### src/hdl/caeu_pkg.sv
package caeu_pkg;

	localparam int MAX_DATA_GROUPS_DEF = 72;
	localparam int QUEUE_DEPTH = 2;
	localparam int QUEUE_PTR_W = $clog2(QUEUE_DEPTH);
	localparam int QUEUE_CNT_W = $clog2(QUEUE_DEPTH + 1);
	localparam int GROUP_COUNT_W = 7;
	localparam logic [GROUP_COUNT_W-1:0] GROUP_COUNT_MAX = '1;

	localparam logic [39:0] CHECKSUM_INIT = 40'd1;
	localparam logic [39:0] GEN [5] = '{
		40'h98f2bc8e61, 40'h79b76d99e2, 40'hf33e5fb3c4, 40'hae2eabe2a8, 40'h1e4f43e470
	};
	localparam logic [255:0] SYMBOL_STR = "qpzry9x8gf2tvdw0s3jn54khce6mua7l";
	localparam logic [7:0] SEPARATOR = 8'h3a;
	localparam logic [2:0] STEP_LAST = 3'd7;

	typedef enum logic {
		KIND_PREFIX  = 1'b0,
		KIND_PAYLOAD = 1'b1
	} kind_t;

	typedef struct packed {
		kind_t      kind;
		logic       first;
		logic [7:0] value;
		logic       last;
	} qitem_t;

	typedef struct packed {
		logic   push;
		qitem_t item;
	} qwrite_t;

	function automatic logic [39:0] fold(input logic [39:0] c, input logic [4:0] v);
		logic [4:0]  top;
		logic [39:0] r;
		top = c[39:35];
		r = {c[34:0], 5'b00000} ^ {35'd0, v};
		for (int i = 0; i < 5; i++) begin
			if (top[i]) begin
				r = r ^ GEN[i];
			end
		end
		return r;
	endfunction

	function automatic logic [7:0] symbol(input logic [4:0] g);
		logic [7:0] base;
		base = {~g, 3'b000};
		return SYMBOL_STR[base +: 8];
	endfunction

endpackage

### src/hdl/caeu_front.sv
module caeu_front (
	input  logic             clk,
	input  logic             arst_n,
	input  logic             item_valid,
	output logic             item_stall,
	input  logic             kind,
	input  logic [7:0]       value,
	input  logic             last,
	input  logic             q_full,
	output caeu_pkg::qwrite_t q_wr
);
	import caeu_pkg::*;

	logic  phase_q;
	logic  accept;
	kind_t item_kind;

	assign item_kind  = kind_t'(kind);
	assign item_stall = q_full;
	assign accept     = item_valid && !q_full;

	// A prefix character that turns up during the payload phase is dropped here.
	always_comb begin
		q_wr.push       = accept && !(item_kind == KIND_PREFIX && phase_q);
		q_wr.item.kind  = item_kind;
		q_wr.item.first = (item_kind == KIND_PAYLOAD) && !phase_q;
		q_wr.item.value = value;
		q_wr.item.last  = last;
	end

	always_ff @(posedge clk or negedge arst_n) begin
		if (!arst_n) begin
			phase_q <= 1'b0;
		end else if (accept && item_kind == KIND_PAYLOAD) begin
			phase_q <= !last;
		end
	end

endmodule

### src/hdl/caeu_queue.sv
module caeu_queue (
	input  logic              clk,
	input  logic              arst_n,
	input  caeu_pkg::qwrite_t q_wr,
	input  logic              pop,
	output logic              head_valid,
	output caeu_pkg::qitem_t  head_item,
	output logic              full
);
	import caeu_pkg::*;

	qitem_t                 mem_q [QUEUE_DEPTH];
	logic [QUEUE_PTR_W-1:0] wr_ptr_q;
	logic [QUEUE_PTR_W-1:0] rd_ptr_q;
	logic [QUEUE_CNT_W-1:0] count_q;
	logic                   do_push;
	logic                   do_pop;

	assign full       = (count_q == QUEUE_CNT_W'(QUEUE_DEPTH));
	assign head_valid = (count_q != '0);
	assign head_item  = mem_q[rd_ptr_q];
	assign do_push    = q_wr.push && !full;
	assign do_pop     = pop && head_valid;

	always_ff @(posedge clk) begin
		if (do_push) begin
			mem_q[wr_ptr_q] <= q_wr.item;
		end
	end

	always_ff @(posedge clk or negedge arst_n) begin
		if (!arst_n) begin
			wr_ptr_q <= '0;
			rd_ptr_q <= '0;
			count_q  <= '0;
		end else begin
			if (do_push) begin
				wr_ptr_q <= wr_ptr_q + 1'b1;
			end
			if (do_pop) begin
				rd_ptr_q <= rd_ptr_q + 1'b1;
			end
			if (do_push && !do_pop) begin
				count_q <= count_q + 1'b1;
			end else if (do_pop && !do_push) begin
				count_q <= count_q - 1'b1;
			end
		end
	end

endmodule

### src/hdl/caeu_back.sv
module caeu_back #(
	parameter int MAX_DATA_GROUPS = caeu_pkg::MAX_DATA_GROUPS_DEF
) (
	input  logic             clk,
	input  logic             arst_n,
	input  logic             head_valid,
	input  caeu_pkg::qitem_t head_item,
	output logic             pop,
	output logic             result_valid,
	input  logic             result_stall,
	output logic [7:0]       character,
	output logic             end_of_address,
	output logic             error
);
	import caeu_pkg::*;

	typedef enum logic [4:0] {
		ST_IDLE  = 5'b00001,
		ST_GROUP = 5'b00010,
		ST_PAD   = 5'b00100,
		ST_ZERO  = 5'b01000,
		ST_CHK   = 5'b10000
	} state_t;

	state_t                   state_q, state_d;
	logic [39:0]              csum_q, csum_d;
	logic [11:0]              acc_q, acc_d;
	logic [3:0]               bits_q, bits_d;
	logic                     last_q, last_d;
	logic [2:0]               cnt_q, cnt_d;
	logic [GROUP_COUNT_W-1:0] gc_q, gc_d;
	logic                     ov_q, ov_d;

	logic                     out_valid_q;
	logic [7:0]               char_q;
	logic                     eoa_q;
	logic                     err_q;

	logic                     out_free;
	logic                     emit;
	logic [7:0]               e_char;
	logic                     e_eoa;
	logic                     e_err;

	logic [11:0]              g_acc;
	logic [3:0]               g_bits;
	logic                     g_last;
	logic [3:0]               nb;
	logic [4:0]               grp;
	logic [11:0]              rem;
	logic [4:0]               pad;
	logic [4:0]               pg;
	logic [GROUP_COUNT_W-1:0] gc_inc;
	logic                     ov_pg;
	logic [39:0]              fold_pg;
	logic [39:0]              fold_zero;
	logic [39:0]              fold_pre;
	state_t                   next_after;

	assign out_free = !out_valid_q || !result_stall;

	always_comb begin
		g_acc  = (state_q == ST_IDLE) ? {acc_q[3:0], head_item.value} : acc_q;
		g_bits = (state_q == ST_IDLE) ? (bits_q + 4'd8) : bits_q;
		g_last = (state_q == ST_IDLE) ? head_item.last : last_q;
		nb     = g_bits - 4'd5;
		grp    = 5'(g_acc >> nb);
		rem    = g_acc & ((12'd1 << nb) - 12'd1);
		pad    = 5'({1'b0, acc_q[3:0]} << (3'd5 - bits_q[2:0]));
		pg     = (state_q == ST_PAD) ? pad : grp;
		gc_inc = (gc_q != GROUP_COUNT_MAX) ? (gc_q + 1'b1) : gc_q;
		ov_pg  = ov_q || (gc_inc > GROUP_COUNT_W'(MAX_DATA_GROUPS));
		fold_pg   = fold(csum_q, pg);
		fold_zero = fold(csum_q, 5'd0);
		fold_pre  = fold(csum_q, head_item.value[4:0]);
		if (nb >= 4'd5) begin
			next_after = ST_GROUP;
		end else if (g_last) begin
			next_after = (nb != 4'd0) ? ST_PAD : ST_ZERO;
		end else begin
			next_after = ST_IDLE;
		end
	end

	always_comb begin
		state_d = state_q;
		csum_d  = csum_q;
		acc_d   = acc_q;
		bits_d  = bits_q;
		last_d  = last_q;
		cnt_d   = cnt_q;
		gc_d    = gc_q;
		ov_d    = ov_q;
		pop     = 1'b0;
		emit    = 1'b0;
		e_char  = symbol(pg);
		e_eoa   = 1'b0;
		e_err   = ov_pg;
		case (state_q)
			ST_IDLE: begin
				if (head_valid && out_free) begin
					pop  = 1'b1;
					emit = 1'b1;
					if (head_item.kind == KIND_PREFIX) begin
						csum_d = fold_pre;
						e_char = head_item.value;
						e_err  = 1'b0;
					end else if (head_item.first) begin
						csum_d  = fold_zero;
						e_char  = SEPARATOR;
						e_err   = ov_q;
						acc_d   = g_acc;
						bits_d  = g_bits;
						last_d  = head_item.last;
						state_d = ST_GROUP;
					end else begin
						csum_d  = fold_pg;
						gc_d    = gc_inc;
						ov_d    = ov_pg;
						acc_d   = rem;
						bits_d  = nb;
						last_d  = head_item.last;
						cnt_d   = '0;
						state_d = next_after;
					end
				end
			end
			ST_GROUP: begin
				if (out_free) begin
					emit    = 1'b1;
					csum_d  = fold_pg;
					gc_d    = gc_inc;
					ov_d    = ov_pg;
					acc_d   = rem;
					bits_d  = nb;
					cnt_d   = '0;
					state_d = next_after;
				end
			end
			ST_PAD: begin
				if (out_free) begin
					emit    = 1'b1;
					csum_d  = fold_pg;
					gc_d    = gc_inc;
					ov_d    = ov_pg;
					acc_d   = '0;
					bits_d  = '0;
					cnt_d   = '0;
					state_d = ST_ZERO;
				end
			end
			ST_ZERO: begin
				csum_d = fold_zero;
				cnt_d  = cnt_q + 1'b1;
				if (cnt_q == STEP_LAST) begin
					csum_d  = fold_zero ^ 40'd1;
					state_d = ST_CHK;
				end
			end
			ST_CHK: begin
				if (out_free) begin
					emit   = 1'b1;
					e_char = symbol(csum_q[39:35]);
					e_eoa  = (cnt_q == STEP_LAST);
					e_err  = ov_q;
					csum_d = {csum_q[34:0], 5'b00000};
					cnt_d  = cnt_q + 1'b1;
					if (cnt_q == STEP_LAST) begin
						csum_d  = CHECKSUM_INIT;
						acc_d   = '0;
						bits_d  = '0;
						gc_d    = '0;
						ov_d    = 1'b0;
						state_d = ST_IDLE;
					end
				end
			end
			default: begin
				state_d = ST_IDLE;
			end
		endcase
	end

	always_ff @(posedge clk or negedge arst_n) begin
		if (!arst_n) begin
			state_q     <= ST_IDLE;
			csum_q      <= CHECKSUM_INIT;
			acc_q       <= '0;
			bits_q      <= '0;
			last_q      <= 1'b0;
			cnt_q       <= '0;
			gc_q        <= '0;
			ov_q        <= 1'b0;
			out_valid_q <= 1'b0;
		end else begin
			state_q <= state_d;
			csum_q  <= csum_d;
			acc_q   <= acc_d;
			bits_q  <= bits_d;
			last_q  <= last_d;
			cnt_q   <= cnt_d;
			gc_q    <= gc_d;
			ov_q    <= ov_d;
			if (out_free) begin
				out_valid_q <= emit;
			end
		end
	end

	always_ff @(posedge clk) begin
		if (out_free && emit) begin
			char_q <= e_char;
			eoa_q  <= e_eoa;
			err_q  <= e_err;
		end
	end

	assign result_valid   = out_valid_q;
	assign character      = char_q;
	assign end_of_address = eoa_q;
	assign error          = err_q;

endmodule

### src/hdl/cashaddr_address_encoder_unit.sv
// Streaming base32 address encoder with a 40-bit polymod checksum.
// Input channel (item_valid/item_stall): one address arrives as prefix characters
// followed by payload bytes, the final payload byte flagged by last.
// Output channel (result_valid/result_stall): one ASCII character per transaction;
// end_of_address marks the final checksum character and error flags an address
// whose payload produced more data groups than MAX_DATA_GROUPS.
// Items pass through a two-entry queue into a sequencer that owns the checksum and
// emits at most one character per cycle, and none while the output register is stalled.
// A prefix character yields one character, a payload byte one per 5-bit group (one
// or two), the first payload byte one more for the separator, and the final byte adds
// a padding group if bits remain, eight checksum folding steps and eight checksum
// characters. The first character of a transaction passes through the queue and the
// output register before it appears.
// Reset empties the queue, sets the checksum to its initial value and clears all phase state; no output is valid.
// When the receiver stalls, the output register holds its character, the sequencer
// waits to emit, and the queue fills and then stalls the input channel.
module cashaddr_address_encoder_unit #(
	parameter int MAX_DATA_GROUPS = caeu_pkg::MAX_DATA_GROUPS_DEF
) (
	input  logic       clk,
	input  logic       arst_n,
	input  logic       item_valid,
	output logic       item_stall,
	input  logic       kind,
	input  logic [7:0] value,
	input  logic       last,
	output logic       result_valid,
	input  logic       result_stall,
	output logic [7:0] character,
	output logic       end_of_address,
	output logic       error
);
	import caeu_pkg::*;

	qwrite_t q_wr;
	logic    q_full;
	logic    q_pop;
	logic    head_valid;
	qitem_t  head_item;

	caeu_front u_front (
		.clk        (clk),
		.arst_n     (arst_n),
		.item_valid (item_valid),
		.item_stall (item_stall),
		.kind       (kind),
		.value      (value),
		.last       (last),
		.q_full     (q_full),
		.q_wr       (q_wr)
	);

	caeu_queue u_queue (
		.clk        (clk),
		.arst_n     (arst_n),
		.q_wr       (q_wr),
		.pop        (q_pop),
		.head_valid (head_valid),
		.head_item  (head_item),
		.full       (q_full)
	);

	caeu_back #(
		.MAX_DATA_GROUPS (MAX_DATA_GROUPS)
	) u_back (
		.clk            (clk),
		.arst_n         (arst_n),
		.head_valid     (head_valid),
		.head_item      (head_item),
		.pop            (q_pop),
		.result_valid   (result_valid),
		.result_stall   (result_stall),
		.character      (character),
		.end_of_address (end_of_address),
		.error          (error)
	);

endmodule

### config.mk
export PLATFORM = sky130hd
export DESIGN_NAME = cashaddr_address_encoder_unit
export DESIGN_NICKNAME = d
export VERILOG_FILES = /design/src/hdl/caeu_pkg.sv /design/src/hdl/caeu_front.sv /design/src/hdl/caeu_queue.sv /design/src/hdl/caeu_back.sv /design/src/hdl/cashaddr_address_encoder_unit.sv
export SDC_FILE = /design/constraint.sdc
export NUM_CORES = 1
export LEC_CHECK = 0
export BUFFER_PORTS_ARGS = -buffer_cell sky130_fd_sc_hd__buf_2
export CAP_MARGIN = 20
export CORE_ASPECT_RATIO = 1.25
export CORE_UTILIZATION = 35
export DETAILED_ROUTE_END_ITERATION = 8
export GPL_ROUTABILITY_DRIVEN = 0
export HOLD_SLACK_MARGIN = 0.02
export PLACE_DENSITY = 0.46
export SYNTH_ARGS = -nofsm -noshare
export SYNTH_HDL_FRONTEND = slang
export SYNTH_SLANG_ARGS = --single-unit
### constraint.sdc
create_clock -name clk -period 9.3 [get_ports clk]
set_input_delay 0.465 -clock clk [delete_from_list [all_inputs] [get_ports clk]]
set_output_delay 0.465 -clock clk [all_outputs]
set_load 0.01 [all_outputs]
Word-level counts from Yosys, hierarchy flattened

Memory sizes are Yosys's and may differ from the RTL's.
Cells that the tools add are included.

Logic and storage cells: 203
Output and inout bits: 12
Memory bits (writable): 22
Input bits: 14
Memories: 1
Register bits: 89

Equality and inequality tests: 17
Shifts and indexed selects: 5
Reduce and logical (&&, ||, !) cells: 37
Bitwise logic cells: 22
Multiplexer cells: 93
Add/subtract/negate cells: 10
$lt $le $gt $ge: 2

Memories:

| name          | depth | width | rd ports | clocked after Yosys merged registers in | write ports | RTL line         | source |
|---|---|---|---|---|---|---|---|
| u_queue.mem_q | 2     | 11    | 1        | 0                                       | 1           | caeu_queue.sv:12 | `qitem_t mem_q [QUEUE_DEPTH];` |

Operators by type and width:

| cell                       | number |
|---|---|
| $mux W40                   | 15 |
| $shiftx A256 B9 Y8 const A | 2 |
| $pmux W40 S4               | 1 |
| $mux W39                   | 3 |
| $mux W37                   | 3 |
| $mux W12                   | 8 |
| $xor A40 B5 Y40            | 2 |
| $not A25 Y25               | 3 |
| $not A24 Y24               | 3 |
| $not A21 Y21               | 3 |
| $not A20 Y20               | 3 |
| $not A19 Y19               | 3 |
| $mux W5                    | 11 |
| $mux W7                    | 7 |
| $pmux W12 S4               | 1 |
| $mux W4                    | 9 |
| $mux W8                    | 4 |
| $pmux W5 S5                | 1 |
| $pmux W7 S3                | 1 |
| $reduce_and A7 Y1          | 3 |
| $mux W1                    | 16 |
| $pmux W4 S4                | 1 |
| $pmux W8 S2                | 1 |
| $mux W3                    | 5 |
| 43 further kinds           | 77 |

Logic depth before layout (Yosys ltp)

Word-level depth: 20
Depth in mapped cells: 13
Gate-level depth less buffers: 13

Modules after synthesis

A second synthesis with hierarchy kept.

Cell total of the unflattened synthesis: 910
Area total of the unflattened synthesis: 7738.7 um2

By module, submodules not included:

| module     | sequential area each (um2) | cells an instance | instances | area each (um2) |
|---|---|---|---|---|
| caeu_back  | 2154.6                     | 839               | 1         | 6550.0 |
| caeu_queue | 760.7                      | 53                | 1         | 1039.7 |
| caeu_front | 25.0                       | 18                | 1         | 148.9 |

Least setup slack after synthesis

Ideal clock, no wire load.

Path type: reg2reg
Start point: reg u_back.state_q[4]
End point: reg u_back.gc_q[0]
Library setup time: 0.125 ns
Stages on the path, launching flop included: 13
Required time: 9.175 ns
Path buffers: 2
Slack: 5.884 ns
Arrival time: 3.291 ns
Clock period less this slack: 3.416 ns
Cells stage by stage: dfrtp_1 -> buf_4 -> or4b_4 -> nor2_2 -> buf_4 -> o21ai_2 -> nor2_4 -> inv_2 -> a21oi_1 -> a21boi_2 -> and2_1 -> o21ai_1 -> mux2_2

Word-level cells in the longest chain between the ends: 4
Elaborated cells between the ends (all ways): 14
Classes of those cells: eq/ne: 10; mux: 1; reduce/logical: 3

RTL lines:

| element                                                             | RTL line         | source |
|---|---|---|
| start, declared                                                     | caeu_back.sv:25  | `state_t state_q, state_d;` |
| start signal, assigned                                              | caeu_back.sv:196 | `state_q <= state_d;` |
| $eq A5 B2 Y1 / $eq A5 B3 Y1 (equally long branches)                 | caeu_back.sv:99  | `case (state_q)` |
| $reduce_or A2 Y1 (no line)                                          | --               |  |
| $ne A2 B1 Y1 (no line) / $reduce_bool A3 Y1 (equally long branches) | --               |  |
| $reduce_and A7 Y1 (no line)                                         | --               |  |
| end signal, assigned                                                | caeu_back.sv:202 | `gc_q <= gc_d;` |
| end, declared                                                       | caeu_back.sv:31  | `logic [GROUP_COUNT_W-1:0] gc_q, gc_d;` |

Several ways; a longest one is shown, not always the timed one.
A chain may end at the register's enable or synchronous reset.

Worst setup path in the final report

Start point: reg u_back.state_q[0]
End point: reg u_back.csum_q[0]

Word-level cells in the longest chain between the ends: 16
Elaborated cells between the ends (all ways): 28
Classes of those cells: add/sub: 1; eq/ne: 8; shift: 1; mux: 13; bitwise: 2; reduce/logical: 3

RTL lines:

| element                | RTL line                                          | source |
|---|---|---|
| $eq A5 B1 Y1           | caeu_back.sv:63, caeu_back.sv:64, caeu_back.sv:99 |  |
| $mux W4                | caeu_back.sv:64                                   | `g_bits = (state_q == ST_IDLE) ? (bits_q + 4'd8) : bits_q;` |
| $sub A4 B3 Y4          | caeu_back.sv:66                                   | `nb = g_bits - 4'd5;` |
| $shr A12 B4 Y5         | caeu_back.sv:67                                   | `grp = 5'(g_acc >> nb);` |
| $mux W5                | caeu_back.sv:70                                   | `pg = (state_q == ST_PAD) ? pad : grp;` |
| $xor A40 B5 Y40        | caeu_pkg.sv:39                                    | `r = {c[34:0], 5'b00000} ^ {35'd0, v};` |
| $not A20 Y20 (no line) | --                                                |  |
| $mux W40               | caeu_pkg.sv:41                                    | `if (top[i]) begin` |
| $mux W39               | caeu_pkg.sv:41                                    |  |
| $mux W40 (2 in a row)  | caeu_pkg.sv:41                                    |  |
| $mux W37               | caeu_pkg.sv:41                                    |  |
| $mux W40               | caeu_back.sv:108                                  | `end else if (head_item.first) begin` |
| $mux W40               | caeu_back.sv:104                                  | `if (head_item.kind == KIND_PREFIX) begin` |
| $mux W40               | caeu_back.sv:101                                  | `if (head_valid && out_free) begin` |
| $pmux W40 S4           | caeu_back.sv:99                                   |  |
| end signal, assigned   | caeu_back.sv:197                                  | `csum_q <= csum_d;` |
| end, declared          | caeu_back.sv:26                                   | `logic [39:0] csum_q, csum_d;` |

Several ways; a longest one is shown, not always the timed one. The select of a mux whose other input is x is not followed.

==> key figures <==
Global routing
  • Grt met1 use: 0.256
  • Antenna violations before repair: 0
  • Vias in the first global route: between 6k and 7k
  • First-pass GRT wire length: about 37 mm
  • Busiest grt layer: met2
  • GR Util met2: 0.381
  • GRT Residual Overflow: 0
  • Gr usage total: 0.216
  • Largest net degree at the start of global routing: between 50 and 60
  • GRT met3 Usage: 0.0305

Drt
  • Number of remaining DRC errors: 0
  • Final wirelength: 22.8 mm
  • Antenna Nets Post-Route: 0
  • DR iter-0 viols: 560
  • DR pass1 iterations: 7
  • Routed vias/inst: just under 6
  • Avg WL per Cell: roughly 20 um
  • Vias post-DR: 6738

Worst hold path
  • Worst Hold Class: input port to flip-flop
  • HP Start: value[2]

Final layout
  • Synth-to-layout area growth: 8.75%
  • Nets: 887
  • Non-Filler Cell Area, Final: around 0.0081 mm2
  • Most frequent cells in the layout: nand2_1, o21ai_0, a21oi_1
  • Number of diodes: 0
  • Commonest non-fill, non-tap cell in the layout: nand2_1
  • Share of cells above drive strength 1: 0.109

Outcome
  • Status: finished, final reports clean

Worst setup path
  • Startpoint of the worst setup timing path: u_back.state_q[0]
  • Critical Path AT: 4.69 ns
  • Startpoint type of the worst setup path: flip-flop
  • Worst R2R Start: u_back.state_q[0]
  • CP Max Fanout: 13
  • Worst Path Required: 9.60 ns
  • Crit path capture type: flip-flop
  • Kind of critical path: flip-flop to flip-flop

Synthesis
  • Distinct cells, synth: 76
  • Seq/Total Area, Yosys: 0.393
  • Post-Syn Area per Cell: 8.62 um2
  • Synthesized flop and latch total: 111
  • Mapped Cells: between 800 and 900
  • Synth top area share: 0.258
  • Syn_nets: between 800 and 900
  • Top cell type by total area after synthesis: dfrtp_1
  • Most used DFF post-synth: dfrtp_1
  • EDFF count, synth: 32
  • Post-synth ARST share: 0.712
  • Top cells by area, synth: dfrtp_1, edfxtp_1, nand2_1, o21ai_0, a21oi_1
  • Synthesized area: around 0.0075 mm2
  • YS warnings: 0

CTS
  • Worst-Skew Late Latency: approximately 0.37 ns
  • Root Buffer: clkbuf_16
  • CTS HTree Levels: 3
  • Clk sinks: around 110
  • Clk pin slew, worst setup/hold paths: ~0.090 ns
  • Number of setup buffers added after CTS: 0
  • CTS tree: done
  • Bufs on Longest Clock Path: 2
  • TritonCTS buffer count: 9

Floorplan
  • Core area: 0.0209 mm2
  • Starting density of the core: 0.358
  • Die H: 165 um
  • Die ar.: ~0.022 mm2
  • FP Rows: just under 60
  • IO Count: 26
  • Die X: 133 um

Timing
  • Sum Neg Setup Slack: 0 ns
  • RSZ-0062 raised after global routing: no
  • Setup-failing EPs final: 0
  • Min cycle time layout: between 4 and 5 ns
  • Pin slew with the least headroom to its limit: ~0.96 ns
  • Tcrit/Tclk final: 0.473
  • Skew final: around 0.011 ns
  • Achievable frequency: ~230 MHz
  • Rel. slew slack: 0.360
  • Final hold vios: 0
  • Slew Viols, Final: 0

Placement
  • Placed Instance Area: 0.00782 mm2
  • Buffers added on ports: 25
  • Detailed placement HPWL: ~17 mm

Run
  • Maxcap violations: 0
critical path: stages, from the launching register on:
cell and delay, ns:
dfstp_2 0.67, or4b_4 0.55, nor2_2 0.49, buf_4 0.31
mux2_1 0.39, mux4_2 0.47, o2bb2ai_1 0.15, o31a_1 0.45
a221o_1 0.38, a32o_1 0.22, mux2_2 0.25
flip-flops by register name (all words and copies together), names as in the netlist, 2 cells and up:
name and count:
u_back.csum_q 40, u_queue.mem_q 22, u_back.acc_q 12, u_back.character 8
u_back.gc_q 7, u_back.state_q 5, u_back.bits_q 4, u_back.cnt_q 3
u_queue.count_q 2
cells in the mapped netlist, drive strengths merged (5+ instances only):
master and n:
nand2 121, o21ai 111, a21oi 78, dfrtp 77, nor2 67, clkbuf 40, edfxtp 32, nor3 25
xnor2 22, mux2 17, mux2i 17, nand3 17, buf 16, inv 16, o22ai 15, ha 13
a31oi 12, nand2b 12, o31ai 12, xor2 12, or3 11, a21o 9, mux4 8, a32o 7
a211oi 5, a221oi 5, and2 5, nor4 5, o211ai 5, o21a 5
worst paths after layout:
path | slack, ns | cells after the start | to
min reg2reg | 0.50 | 2 | u_back.csum_q[23]
min | 0.28 | 1 | u_queue.mem_q[0][3]
max in group asynchronous | 7.69 | 3 | u_queue.rd_ptr_q
max | 4.90 | 10 | u_back.csum_q[0]
min in group asynchronous | 0.56 | 2 | u_back.csum_q[28]
max reg2reg | 4.90 | 10 | u_back.csum_q[0]
metal layers:
layer | routed length [um] | up-vias | share of wire
met5 | 0 | - | 0
met3 | 784 | 67 | 0.034
met1 | 9790 | 3288 | 0.43
met2 | 11200 | 192 | 0.49
met4 | 996 | 0 | 0.044
li1 | - | 3191 | -
final cells by class:
| class | instances | area, um2 |
|---|---|---|
| timing repair buffer | 37 | 220 |
| clock buffer | 9 | 225 |
| inverter | 19 | 71.3 |
| clock inverter | 7 | 83.8 |
| sequential | 111 | 2940 |
| tap | 274 | 343 |
| multi-input combinational | 682 | 4250 |
| fill | 2132 | 12800 |
timing repair:
| item | CTS | global route |
|---|---|---|
| endpoints found under the hold margin | 11 | 0 |
| gates resized for setup | 0 | 0 |
| hold buffers | 1 | 0 |
cells by family (layout without fill, tap and decap cells):
kind of cell	Yosys count	in the layout	share of synthesized area
AOI/OAI and AO/OA	304	304	0.249
xor gates and xnor gates	36	36	0.0458
adders and majority gates	13	13	0.0217
buffers and inverters	75	72	0.0405
DFF	111	111	0.393
muxes	42	42	0.0724
and+or+nand+nor	287	287	0.178
through the flow:
| stage | std cells | hold WS, ns | util | setup slack (ns) |
|---|---|---|---|---|
| final | 1139 | 0.276 | 0.389 | 4.90 |
| after global routing | 1139 | 0.265 | 0.389 | 4.79 |
| after CTS | 1139 | 0.262 | 0.389 | 4.96 |
| after detailed placement | 1122 | 0.411 | 0.374 | 5.00 |
| after global placement | 1122 | 0.404 | 0.374 | 5.03 |
| after floorplan | 868 | 0.169 | - | 5.88 |
Power is left out: the tool's default activity adds up to more than one toggle a clock period on the data nets, which glitch-free logic cannot reach.
